`config.mk`:
```
export PLATFORM = sky130hd
export DESIGN_NAME = sof_length_xor_frame_receiver_flat
export DESIGN_NICKNAME = d
export VERILOG_FILES = /design/src/hw/rtl/sfr_pkg.sv /design/src/hw/rtl/sfr_ifs.sv /design/src/hw/rtl/sfr_store.sv /design/src/hw/rtl/sfr_parser.sv /design/src/hw/rtl/sof_length_xor_frame_receiver.sv /design/src/flat_wrapper.sv
export SDC_FILE = /design/constraint.sdc
export NUM_CORES = 1
export LEC_CHECK = 0
export BUFFER_PORTS_ARGS = -buffer_cell sky130_fd_sc_hd__buf_2
export CORE_ASPECT_RATIO = 0.7
export CORE_MARGIN = 1
export CORE_UTILIZATION = 42
export CTS_BUF_LIST = sky130_fd_sc_hd__clkbuf_4
export DETAILED_ROUTE_END_ITERATION = 7
export GPL_TIMING_DRIVEN = 0
export SYNTH_ARGS = -nofsm -noshare
export SYNTH_HDL_FRONTEND = slang
export SYNTH_HIERARCHICAL = 1
export SYNTH_SLANG_ARGS = --single-unit
export TNS_END_PERCENT = 50
```
`constraint.sdc`:
```
create_clock -name clock -period 6.56 [get_ports clock]
set_input_delay 0 -clock clock [delete_from_list [all_inputs] [get_ports clock]]
set_output_delay 0 -clock clock [all_outputs]
set_load 0.03 [all_outputs]
```
`src/hw/rtl/sfr_pkg.sv`:
```
// Shared types and constants for the SOF/length/XOR frame receiver.
// No dependencies; every other file of the block uses this package.
`default_nettype none

package sfr_pkg;

   localparam int unsigned MAX_PAYLOAD_BYTES = 28;
   localparam int unsigned ADDR_W            = $clog2(MAX_PAYLOAD_BYTES);
   localparam int unsigned LEN_W             = 5;
   localparam int unsigned TIMER_W           = 18;
   localparam int unsigned CFG_W             = 16;

   localparam logic [7:0]         SOF_BYTE        = 8'hAA;
   localparam logic [7:0]         MAX_LEN_BYTE    = 8'(MAX_PAYLOAD_BYTES);
   localparam logic [TIMER_W-1:0] TIMER_MAX       = {TIMER_W{1'b1}};
   localparam logic [CFG_W-1:0]   CFG_RESET_TICKS = 16'd100;

   typedef enum logic [1:0] {
      STATUS_OK       = 2'd0,
      STATUS_TIMEOUT  = 2'd1,
      STATUS_OVERFLOW = 2'd2,
      STATUS_CHKERR   = 2'd3
   } status_type;

   // Access bundle from the parser to the payload store.
   typedef struct packed {
      logic              wr_en;
      logic [ADDR_W-1:0] wr_addr;
      logic [7:0]        wr_data;
      logic              rd_en;
      logic [ADDR_W-1:0] rd_addr;
   } mem_req_type;

endpackage

`default_nettype wire

```
`src/hw/rtl/sfr_ifs.sv`:
```
// Handshake channel interfaces for the frame receiver: input items, results, CSR writes.
// Depends on sfr_pkg for field widths.
`default_nettype none

interface sfr_req_if;
   logic       valid;
   logic       ready;
   logic       action;
   logic [7:0] rx_byte;

   modport source (output valid, action, rx_byte, input ready);
   modport sink   (input valid, action, rx_byte, output ready);
endinterface

interface sfr_rsp_if;
   logic                     valid;
   logic                     ready;
   logic [1:0]               status;
   logic [sfr_pkg::LEN_W-1:0] frame_length;
   logic [7:0]               data_byte;
   logic                     byte_valid;
   logic                     last;

   modport source (output valid, status, frame_length, data_byte, byte_valid, last,
                   input ready);
   modport sink   (input valid, status, frame_length, data_byte, byte_valid, last,
                   output ready);
endinterface

interface sfr_csr_if;
   logic                      valid;
   logic                      ready;
   logic [sfr_pkg::CFG_W-1:0] wr_data;

   modport source (output valid, wr_data, input ready);
   modport sink   (input valid, wr_data, output ready);
endinterface

`default_nettype wire

```
`src/hw/rtl/sfr_store.sv`:
```
// Payload store: single write port, single read port, registered read data.
// Depends on sfr_pkg for the access bundle and depth.
`default_nettype none

module sfr_store (
   input  wire logic                 clock,
   input  wire sfr_pkg::mem_req_type mem_req,
   output logic [7:0]                rd_data
);
   import sfr_pkg::*;

   logic [7:0] mem [MAX_PAYLOAD_BYTES];
   logic [7:0] rd_data_ff;

   // Entries are undefined until written; only bytes of the current frame are read.
   always_ff @(posedge clock) begin
      if (mem_req.wr_en) begin
         mem[mem_req.wr_addr] <= mem_req.wr_data;
      end
   end

   always_ff @(posedge clock) begin
      if (mem_req.rd_en) begin
         rd_data_ff <= mem[mem_req.rd_addr];
      end
   end

   assign rd_data = rd_data_ff;

endmodule

`default_nettype wire

```
`src/hw/rtl/sfr_parser.sv`:
```
// Frame parser, timeout timer, payload release sequencer and result register.
// Depends on sfr_pkg and the channel interfaces; drives the payload store.
`default_nettype none

module sfr_parser (
   input  wire logic                        clock,
   input  wire logic                        reset,
   sfr_req_if.sink                          req,
   sfr_rsp_if.source                        rsp,
   input  wire logic [sfr_pkg::CFG_W-1:0]   timeout_ticks,
   output sfr_pkg::mem_req_type             mem_req,
   input  wire logic [7:0]                  mem_rd_data
);
   import sfr_pkg::*;

   typedef enum logic [3:0] {
      PH_HUNT = 4'b0001,
      PH_LEN  = 4'b0010,
      PH_DATA = 4'b0100,
      PH_CHK  = 4'b1000
   } phase_type;

   typedef enum logic [2:0] {
      CTL_ACCEPT = 3'b001,
      CTL_READ   = 3'b010,
      CTL_SEND   = 3'b100
   } ctl_type;

   phase_type          phase_ff, phase_in;
   ctl_type            ctl_ff, ctl_in;
   logic [LEN_W-1:0]   exp_len_ff, exp_len_in;
   logic [LEN_W-1:0]   count_ff, count_in;
   logic [7:0]         xor_ff, xor_in;
   logic [TIMER_W-1:0] timer_ff, timer_in;
   logic [ADDR_W-1:0]  idx_ff, idx_in;

   logic               out_valid_ff, out_valid_in;
   status_type         out_status_ff, out_status_in;
   logic [LEN_W-1:0]   out_len_ff, out_len_in;
   logic [7:0]         out_data_ff, out_data_in;
   logic               out_bvalid_ff, out_bvalid_in;
   logic               out_last_ff, out_last_in;

   logic               out_free;
   logic               accept;
   logic [TIMER_W-1:0] timer_sat;
   logic [TIMER_W-1:0] limit;
   logic [LEN_W-1:0]   count_inc;
   logic [LEN_W-1:0]   idx_inc;
   logic               load_out;

   assign out_free  = !out_valid_ff || rsp.ready;
   assign req.ready = (ctl_ff == CTL_ACCEPT) && out_free;
   assign accept    = req.valid && req.ready;

   assign timer_sat = (timer_ff == TIMER_MAX) ? timer_ff : timer_ff + 1'b1;
   assign limit     = (phase_ff == PH_DATA) ? {timer_ff[TIMER_W-1:TIMER_W-2] & 2'b00,
                                               timeout_ticks} << 2
                                            : {2'b00, timeout_ticks};
   assign count_inc = count_ff + 1'b1;
   assign idx_inc   = LEN_W'(idx_ff) + 1'b1;

   always_comb begin
      phase_in      = phase_ff;
      ctl_in        = ctl_ff;
      exp_len_in    = exp_len_ff;
      count_in      = count_ff;
      xor_in        = xor_ff;
      timer_in      = timer_ff;
      idx_in        = idx_ff;
      load_out      = 1'b0;
      out_status_in = out_status_ff;
      out_len_in    = out_len_ff;
      out_data_in   = out_data_ff;
      out_bvalid_in = out_bvalid_ff;
      out_last_in   = out_last_ff;
      mem_req       = '0;
      mem_req.wr_addr = count_ff[ADDR_W-1:0];
      mem_req.wr_data = req.rx_byte;
      mem_req.rd_addr = idx_ff;

      unique case (ctl_ff)
         CTL_ACCEPT: begin
            if (accept) begin
               if (req.action) begin
                  timer_in = timer_sat;
                  if (timer_sat >= limit) begin
                     load_out      = 1'b1;
                     out_status_in = STATUS_TIMEOUT;
                     phase_in      = PH_HUNT;
                     timer_in      = '0;
                  end
               end else begin
                  unique case (phase_ff)
                     PH_HUNT: begin
                        timer_in = '0;
                        if (req.rx_byte != SOF_BYTE) begin
                           load_out      = 1'b1;
                           out_status_in = STATUS_TIMEOUT;
                        end else begin
                           phase_in = PH_LEN;
                        end
                     end
                     PH_LEN: begin
                        timer_in = '0;
                        if (req.rx_byte > MAX_LEN_BYTE) begin
                           load_out      = 1'b1;
                           out_status_in = STATUS_OVERFLOW;
                           phase_in      = PH_HUNT;
                        end else begin
                           exp_len_in = req.rx_byte[LEN_W-1:0];
                           count_in   = '0;
                           xor_in     = '0;
                           phase_in   = (req.rx_byte == 8'd0) ? PH_CHK : PH_DATA;
                        end
                     end
                     PH_DATA: begin
                        mem_req.wr_en = 1'b1;
                        xor_in        = xor_ff ^ req.rx_byte;
                        count_in      = count_inc;
                        if (count_inc >= exp_len_ff) begin
                           phase_in = PH_CHK;
                           timer_in = '0;
                        end
                     end
                     PH_CHK: begin
                        phase_in = PH_HUNT;
                        timer_in = '0;
                        if (req.rx_byte != xor_ff) begin
                           load_out      = 1'b1;
                           out_status_in = STATUS_CHKERR;
                        end else if (exp_len_ff == '0) begin
                           load_out      = 1'b1;
                           out_status_in = STATUS_OK;
                        end else begin
                           // Good frame with payload: stream it out of the store.
                           ctl_in = CTL_READ;
                           idx_in = '0;
                        end
                     end
                     default: begin
                        phase_in = PH_HUNT;
                     end
                  endcase
               end
               if (load_out) begin
                  out_len_in    = '0;
                  out_data_in   = '0;
                  out_bvalid_in = 1'b0;
                  out_last_in   = 1'b1;
               end
            end
         end
         CTL_READ: begin
            mem_req.rd_en = 1'b1;
            ctl_in        = CTL_SEND;
         end
         CTL_SEND: begin
            // Read data stays in the store's register until the next read is issued.
            if (out_free) begin
               load_out      = 1'b1;
               out_status_in = STATUS_OK;
               out_len_in    = exp_len_ff;
               out_data_in   = mem_rd_data;
               out_bvalid_in = 1'b1;
               out_last_in   = (idx_inc == exp_len_ff);
               if (idx_inc == exp_len_ff) begin
                  ctl_in = CTL_ACCEPT;
               end else begin
                  idx_in = idx_inc[ADDR_W-1:0];
                  ctl_in = CTL_READ;
               end
            end
         end
         default: begin
            ctl_in = CTL_ACCEPT;
         end
      endcase

      out_valid_in = load_out || (out_valid_ff && !rsp.ready);
   end

   always_ff @(posedge clock) begin
      if (reset) begin
         phase_ff     <= PH_HUNT;
         ctl_ff       <= CTL_ACCEPT;
         exp_len_ff   <= '0;
         count_ff     <= '0;
         xor_ff       <= '0;
         timer_ff     <= '0;
         idx_ff       <= '0;
         out_valid_ff <= 1'b0;
      end else begin
         phase_ff     <= phase_in;
         ctl_ff       <= ctl_in;
         exp_len_ff   <= exp_len_in;
         count_ff     <= count_in;
         xor_ff       <= xor_in;
         timer_ff     <= timer_in;
         idx_ff       <= idx_in;
         out_valid_ff <= out_valid_in;
      end
   end

   always_ff @(posedge clock) begin
      out_status_ff <= out_status_in;
      out_len_ff    <= out_len_in;
      out_data_ff   <= out_data_in;
      out_bvalid_ff <= out_bvalid_in;
      out_last_ff   <= out_last_in;
   end

   assign rsp.valid        = out_valid_ff;
   assign rsp.status       = out_status_ff;
   assign rsp.frame_length = out_len_ff;
   assign rsp.data_byte    = out_data_ff;
   assign rsp.byte_valid   = out_bvalid_ff;
   assign rsp.last         = out_last_ff;

endmodule

`default_nettype wire

```
`src/hw/rtl/sof_length_xor_frame_receiver.sv`:
```
// Top level of the SOF/length/XOR frame receiver: timeout CSR, parser and payload store.
// Depends on sfr_pkg, the channel interfaces, sfr_parser and sfr_store.
//
//   Channel   Role     Moves
//   req_chan  sink     one item: action (byte or tick) and rx_byte
//   rsp_chan  source   one result: status, frame_length, data_byte, byte_valid, last
//   csr_chan  sink     byte_timeout_ticks write data, always ready
//
// A byte or tick item that causes an error or empty-frame report leaves that report in
// the result register the cycle after it is taken. A good frame releases its payload
// bytes one at a time (store read, then result load, which waits while a result is not
// taken), the first byte after the checksum item; no item is taken meanwhile.
// The input stalls only while a result waits and is not taken, or during release.
// Reset is synchronous and returns the parser to hunting with the timeout at 100.
`default_nettype none

module sof_length_xor_frame_receiver (
   input  wire logic clock,
   input  wire logic reset,
   sfr_req_if.sink   req_chan,
   sfr_rsp_if.source rsp_chan,
   sfr_csr_if.sink   csr_chan
);
   import sfr_pkg::*;

   logic [CFG_W-1:0] timeout_ff, timeout_in;
   mem_req_type      mem_req;
   logic [7:0]       mem_rd_data;

   assign csr_chan.ready = 1'b1;
   assign timeout_in     = (csr_chan.valid && csr_chan.ready) ? csr_chan.wr_data : timeout_ff;

   always_ff @(posedge clock) begin
      if (reset) begin
         timeout_ff <= CFG_RESET_TICKS;
      end else begin
         timeout_ff <= timeout_in;
      end
   end

   sfr_parser u_parser (
      .clock         (clock),
      .reset         (reset),
      .req           (req_chan),
      .rsp           (rsp_chan),
      .timeout_ticks (timeout_ff),
      .mem_req       (mem_req),
      .mem_rd_data   (mem_rd_data)
   );

   sfr_store u_store (
      .clock   (clock),
      .mem_req (mem_req),
      .rd_data (mem_rd_data)
   );

endmodule

`default_nettype wire

```
`src/flat_wrapper.sv`:
```
// flat-port wrapper written by rule: the top's interface ports become plain ports
module sof_length_xor_frame_receiver_flat import sfr_pkg::*;
  (clock, reset, req_chan_valid, req_chan_action, req_chan_rx_byte, req_chan_ready, rsp_chan_valid, rsp_chan_status, rsp_chan_frame_length, rsp_chan_data_byte, rsp_chan_byte_valid, rsp_chan_last, rsp_chan_ready, csr_chan_valid, csr_chan_wr_data, csr_chan_ready);
  sfr_req_if req_chan_i ();
  sfr_rsp_if rsp_chan_i ();
  sfr_csr_if csr_chan_i ();
  input  wire logic clock;
  input  wire logic reset;
  input wire logic [$bits(req_chan_i.valid)-1:0] req_chan_valid;
  input wire logic [$bits(req_chan_i.action)-1:0] req_chan_action;
  input wire logic [$bits(req_chan_i.rx_byte)-1:0] req_chan_rx_byte;
  output wire logic [$bits(req_chan_i.ready)-1:0] req_chan_ready;
  output wire logic [$bits(rsp_chan_i.valid)-1:0] rsp_chan_valid;
  output wire logic [$bits(rsp_chan_i.status)-1:0] rsp_chan_status;
  output wire logic [$bits(rsp_chan_i.frame_length)-1:0] rsp_chan_frame_length;
  output wire logic [$bits(rsp_chan_i.data_byte)-1:0] rsp_chan_data_byte;
  output wire logic [$bits(rsp_chan_i.byte_valid)-1:0] rsp_chan_byte_valid;
  output wire logic [$bits(rsp_chan_i.last)-1:0] rsp_chan_last;
  input wire logic [$bits(rsp_chan_i.ready)-1:0] rsp_chan_ready;
  input wire logic [$bits(csr_chan_i.valid)-1:0] csr_chan_valid;
  input wire logic [$bits(csr_chan_i.wr_data)-1:0] csr_chan_wr_data;
  output wire logic [$bits(csr_chan_i.ready)-1:0] csr_chan_ready;
  assign req_chan_i.valid = req_chan_valid;
  assign req_chan_i.action = req_chan_action;
  assign req_chan_i.rx_byte = req_chan_rx_byte;
  assign req_chan_ready = req_chan_i.ready;
  assign rsp_chan_valid = rsp_chan_i.valid;
  assign rsp_chan_status = rsp_chan_i.status;
  assign rsp_chan_frame_length = rsp_chan_i.frame_length;
  assign rsp_chan_data_byte = rsp_chan_i.data_byte;
  assign rsp_chan_byte_valid = rsp_chan_i.byte_valid;
  assign rsp_chan_last = rsp_chan_i.last;
  assign rsp_chan_i.ready = rsp_chan_ready;
  assign csr_chan_i.valid = csr_chan_valid;
  assign csr_chan_i.wr_data = csr_chan_wr_data;
  assign csr_chan_ready = csr_chan_i.ready;
  sof_length_xor_frame_receiver u_core (.clock(clock), .reset(reset), .req_chan(req_chan_i), .rsp_chan(rsp_chan_i), .csr_chan(csr_chan_i));
endmodule
```
**Word-level counts from Yosys, hierarchy flattened**

Memory sizes are Yosys's and may differ from the RTL's. A register that Yosys moved wholly into a read port is not among the register bits.
Index checks and enable logic that the tools add are counted.

- Bits of input ports: 30
- Flip-flop bits (word level): 82
- Memories kept: 1
- Logic and storage cells: 151
- Output and inout bits: 20
- RAM bits: 224

- Add/sub/neg operators: 3
- Muxes and demuxes: 78
- Reductions and logical operators: 21
- Equal/unequal tests: 28
- Order comparisons: 3
- Bitwise operators: 3

Memories:

| name | words | width | read ports | clocked after Yosys merged registers in | wr ports | line | RTL |
|---|---|---|---|---|---|---|---|
| u_core.u_store.mem | 28 | 8 | 1 | 1 | 1 | sfr_store.sv:12 | `logic [7:0] mem [MAX_PAYLOAD_BYTES];` |

Operators with widths:

| cell | count |
|---|---|
| $mux W18 | 5 |
| $mux W5 | 11 |
| $pmux W18 S2 | 1 |
| $mux W8 | 4 |
| $pmux W8 S2 | 2 |
| $pmux W5 S2 | 3 |
| $mux W4 | 6 |
| $mux W1 | 23 |
| $add A18 B1 Y18 const B | 1 |
| $eq A18 B18 Y1 const B | 1 |
| $ge A18 B18 Y1 | 1 |
| $mux W2 | 9 |
| $mux W3 | 6 |
| $reduce_and A8 Y1 | 2 |
| $reduce_and A5 Y1 | 3 |
| $ne A2 B2 Y1 const B | 7 |
| $pmux W4 S3 | 1 |
| $add A5 B1 Y5 const B | 2 |
| $pmux W3 S3 | 1 |
| $gt A8 B5 Y1 const B | 1 |
| $logic_not A8 Y1 | 1 |
| $ne A4 B4 Y1 const B | 2 |
| $ne A8 B8 Y1 | 1 |
| $ne A8 B8 Y1 const B | 1 |
| other kinds (29) | 41 |

**Depth between registers and ports, before layout**

- Depth in word-level cells: 10
- Gate-level depth with buffers: 15
- Mapped depth without buffers: 13

**Hierarchy**

The synthesis kept the hierarchy.

By module, submodules not included:

| module | sequential area each (µm²) | instances | cells an instance | area an instance (µm²) |
|---|---|---|---|---|
| sfr_store | 6,966.7 | 1 | 470 | 9,088.7 |
| sfr_parser | 1,491.4 | 1 | 529 | 4,533.1 |
| sof_length_xor_frame_receiver | 320.3 | 1 | 54 | 596.8 |

**Worst setup path before layout**

No wires, ideal clock.

- Path kind: reg2reg
- From: reg u_core.u_parser.timer_ff[0]
- To: reg u_core.u_parser.out_bvalid_ff, in the netlist u_core/u_parser/rsp.byte_valid (enable)
- Setup slack: 1.538 ns
- Buffers on the path: 0
- Arrival time: 4.611 ns
- Period minus slack after synthesis: 5.022 ns
- Setup time: 0.411 ns
- Cell stages (with the launch flop): 14
- Data required time: 6.149 ns
- Cell sequence: dfxtp_1 -> ha_1 -> nand3_1 -> nor4_4 -> nand2_1 -> and2_1 -> or2_2 -> ha_1 -> nand4_1 -> nor3_1 -> o31ai_1 -> o211a_1 -> or4_1 -> a211oi_1

- Word-level cells in the longest chain between the ends: 9
- Elaborated cells on any way between the ends: 10
- Those cells by class: add/sub: 1; order compare: 1; eq/ne: 2; mux: 5; reduce/logical: 1

RTL lines:

| element | line | RTL |
|---|---|---|
| start, declared | sfr_parser.sv:34 | `logic [TIMER_W-1:0] timer_ff, timer_in;` |
| start signal, assigned | sfr_parser.sv:199 | `timer_ff <= timer_in;` |
| $add A18 B1 Y18 or $eq A18 B18 Y1 (tied branches) | sfr_parser.sv:56 | `assign timer_sat = (timer_ff == TIMER_MAX) ? timer_ff : timer_ff + 1'b1;` |
| $mux W18 * | sfr_parser.sv:56 |  |
| $ge A18 B18 Y1 * | sfr_parser.sv:87 | `if (timer_sat >= limit) begin` |
| $mux W1 * | sfr_parser.sv:87 |  |
| $mux W1 * | sfr_parser.sv:85 | `if (req.action) begin` |
| $mux W1 * | sfr_parser.sv:84 | `if (accept) begin` |
| $mux W1 * | sfr_parser.sv:82 | `unique case (ctl_ff)` |
| $ne A2 B1 Y1 (no line) * | -- |  |
| $reduce_and A4 Y1 (no line) * | -- |  |
| end signal, assigned | sfr_parser.sv:209 | `out_bvalid_ff <= out_bvalid_in;` |
| end, declared | sfr_parser.sv:41 | `logic out_bvalid_ff, out_bvalid_in;` |

Mark *: on every way between the ends. The rest lies on a longest branch, timed or not. The select of a mux whose other input is x is not followed.
A chain may end at the register's enable or synchronous reset.

**Worst setup path after layout**

- From: reg u_core.u_parser.timer_ff[0]
- To: reg u_core.u_parser.out_len_ff[0], in the netlist u_core/u_parser/rsp.frame_length[0] (enable)

- Word-level cells in the longest chain between the ends: 9
- Elaborated cells on any way between the ends: 10
- Those cells by class: add/sub: 1; order compare: 1; eq/ne: 2; mux: 5; reduce/logical: 1

RTL lines:

| element | line | RTL |
|---|---|---|
| $add A18 B1 Y18 or $eq A18 B18 Y1 (tied branches) | sfr_parser.sv:56 |  |
| $mux W18 * | sfr_parser.sv:56 |  |
| $ge A18 B18 Y1 * | sfr_parser.sv:87 |  |
| $mux W1 * | sfr_parser.sv:87 |  |
| $mux W1 * | sfr_parser.sv:85 |  |
| $mux W1 * | sfr_parser.sv:84 |  |
| $mux W1 * | sfr_parser.sv:82 |  |
| $ne A2 B1 Y1 (no line) * | -- |  |
| $reduce_and A4 Y1 (no line) * | -- |  |
| end signal, assigned | sfr_parser.sv:207 | `out_len_ff <= out_len_in;` |
| end, declared | sfr_parser.sv:39 | `logic [LEN_W-1:0] out_len_ff, out_len_in;` |

Marks and branches as above.

==> qor.csv <==
metric;value;unit
status;complete, no violations;
Sinks on Clock Net;314;
total gr overflow;0;
met2 WL;14540;µm
CTS H-tree lvls;3;
Netlist cell types;72;
vias per inst;5.618;
most common cell after layout, fill and taps aside;edfxtp_1;
Clock Tree Buf Depth;3;
maximum clock rate;200.8;MHz
Seq/Total Area, Yosys;61.74;%
WHS Path Cells;4;
max cap viols;0;
global-route wire length before repair;56390;µm
skew final;0.03800;ns
hold crit path type;in -> reg;
Placement Rows;55;
Area Overhead vs Synth;18.07;%
wl on met1;17960;µm
ANT nets after route;0;
synth warn;6;
Combinational Power Share;4.5;%
GP Congestion;0.8680;
port buffer count;44;
cells on worst reg2reg path;14;
Post-Synthesis Cells;1053;
crit path capture type;register;
switching part of the total power;22.40;%
Synth Net Count;1109;
unrepaired setup endpoints after global routing;false;
drt drc;0;
most frequent cells in the layout;edfxtp_1 (249), clkbuf_4 (103), mux2i_1 (99), nor2_1 (86), dlygate4sd3_1 (82);
cell taking the most area after synthesis;edfxtp_1;
io pins;50;
nets@finish;1315;
Pwr Total;4007;µW
CTS tree;built;
Fin. Hold Viols;0;
initial antenna violation count;3;
post-CTS resize count;0;
vias in the first global route;9549;
Slew @ Worst Pin;1.102;ns
Worst-path clk slew;0.07;ns
Num CTS Buffers;77;
critical path launch point type;register;
Final Util;51.14;%
CP max FO;14;
P_sw;897.7;µW
CTS root buf;clkbuf_4;
Starting DRT DRC Count;890;
fin crit share;75.91;%
Post-Syn Area;14220;µm²
Power Internal;3109;µW
total track usage;21.95;%
Final Setup Violations;0;
WL/cell;21.20;µm
share of the synthesized area in the top cell type;52.59;%
Slew headroom;26.27;%
WL met3;3670;µm
Routed WL;36800;µm
worst vdd ir;145.9;µV
initial core utilization;43.32;%
Placeable Area;32830;µm²
Die Wd;221.9;µm
uppermost layer routed;met4;
ys async rst share;0;%
Worst Path Arrival;5.43;ns
clock share of power;41.5;%
Die ar.;34610;µm²
DR vias;9752;
maximum number of pins on one net before global-route repair;29;
layout cells sized above 1;18.70;%
HPWL after DPL;24680;µm
Setup CP Type;reg -> reg;
Setup TNS Final;0;ns
Yosys reg bits;314;
Synth area leaders;edfxtp_1 (53%), dfxtp_1 (9.2%), mux2i_1 (7.0%);
shortest period the worst path allows;4.980;ns
worst endpoint required time;7.01;ns
Synth Area per Inst;13.50;µm²
sequential power share;54.0;%
EDFF count, synth;249;
drt pass-1 iters;5;
die height;155.9;µm
hold_ws;0.1536;ns
PD cells;238.7;nW/µm²
static leakage;0.005825;µW
Primary FF master, synth;edfxtp_1;
clk_lat worst skew;0.78;ns
final slew viol count;0;
==> sequential cells by signal (all words and copies together) (netlist names), 2 cells and up <==
name and cells:
u_core/u_store/mem 224, u_core/u_parser/timer_ff 18, u_core/timeout_ff 16, u_core/u_parser/rsp.data_byte 8, u_core/u_parser/xor_ff 8, u_core/u_store/rd_data 8
u_core/u_parser/count_ff 5, u_core/u_parser/exp_len_ff 5, u_core/u_parser/idx_ff 5, u_core/u_parser/rsp.frame_length 5, u_core/u_parser/phase_ff 4, u_core/u_parser/ctl_ff 3
u_core/u_parser/rsp.status 2
==> final cells by class <==
cell class	instances	area [µm²]
antenna	4	10.01
buffer	65	417.9
clock buffer	103	773.2
clock inverter	22	193.9
fill	2829	16040
inverter	13	50.05
multi-input combinational	661	4977
sequential	314	8778
tap	427	534.3
timing repair buffer	127	1052
==> critical path: stages, from the launching register on <==
cell and delay [ns]:
dfxtp_1 0.47, ha_1 0.24, nand3_1 0.33, nor4_4 0.56, nand2_1 0.25, nand4_1 0.25
xnor2_1 0.15, ha_1 0.35, nand4_1 0.15, nor3_1 0.29, a21oi_1 0.14, o211a_1 0.30
or4_1 0.65, a211oi_2 0.32, buf_6 0.21
==> power by group through the flow <==
stage | registers, µW | logic, µW | clock network (µW)
5_1_grt | 2160 | 197 | 1800
6_report | 2160 | 182 | 1660
2_1_floorplan | 2210 | 76.4 | 0
4_1_cts | 2160 | 178 | 1710
3_5_place_dp | 2210 | 141 | 0
3_3_place_gp | 2210 | 137 | 0
==> logic make-up after synthesis <==
kind of cell | Yosys count | synth area share, %
simple gates | 322 | 12.12
compound gates | 152 | 7.049
fa+ha+maj | 26 | 2.288
buf+inv | 78 | 3.291
other cells | 1 | 0.02637
mux | 130 | 11.64
xor+xnor | 30 | 1.848
flops | 314 | 61.74
==> metal layers <==
layer	GRT usage, %	vias up
li1	-	4483
met1	34.16	4803
met2	29.31	407
met3	5.763	59
met4	6.680	0
met5	0	-
==> final timing paths <==
kind                                                                from                                                end  slack [ns]
worst max register to register  u_core/u_parser/timer_ff[0]$_SDFFE_PP0P_  u_core/u_parser/rsp.frame_length[0]$_SDFFCE_PN0P_        1.58
worst max-delay path            u_core/u_parser/timer_ff[0]$_SDFFE_PP0P_  u_core/u_parser/rsp.frame_length[0]$_SDFFCE_PN0P_        1.58
worst min register to register  u_core/u_parser/timer_ff[3]$_SDFFE_PP0P_           u_core/u_parser/timer_ff[3]$_SDFFE_PP0P_        0.50
worst min-delay path                                      csr_chan_valid                  u_core/timeout_ff[6]$_SDFFE_PP1P_        0.15
==> timing repair <==
action | CTS | global route
setup buffers | 0 | 0
endpoints found under the hold margin | 304 | 0
hold buffers | 82 | 0
==> cells in the mapped netlist (9+ instances only) <==
cell and number:
nand2_1 62, nand3b_1 17, nor2b_1 10, ha_1 26, and2_1 20, inv_1 12
a22oi_1 24, clkbuf_1 25, o21ai_1 9, mux2i_1 99, nor2_1 86, nand3_1 40
buf_2 10, xnor2_1 16, mux4_2 20, buf_6 10, xor2_1 14, edfxtp_1 249
o21ai_0 15, dfxtp_1 65, buf_4 14, a21oi_1 50, nand4_1 23
==> through the flow <==
| step | instances | setup slack, ns | instance area (µm²) |
|---|---|---|---|
| 2_1_floorplan | 1053 | 1.538 | 14220 |
| 4_1_cts | 1732 | 1.677 | 16780 |
| 3_3_place_gp | 1524 | 0.4714 | 14970 |
| 6_report | 1736 | 1.580 | 16790 |
| 3_5_place_dp | 1525 | 1.736 | 14990 |
| 5_1_grt | 1734 | 1.269 | 16780 |
Note: power is estimated with default switching activity, not from simulation.
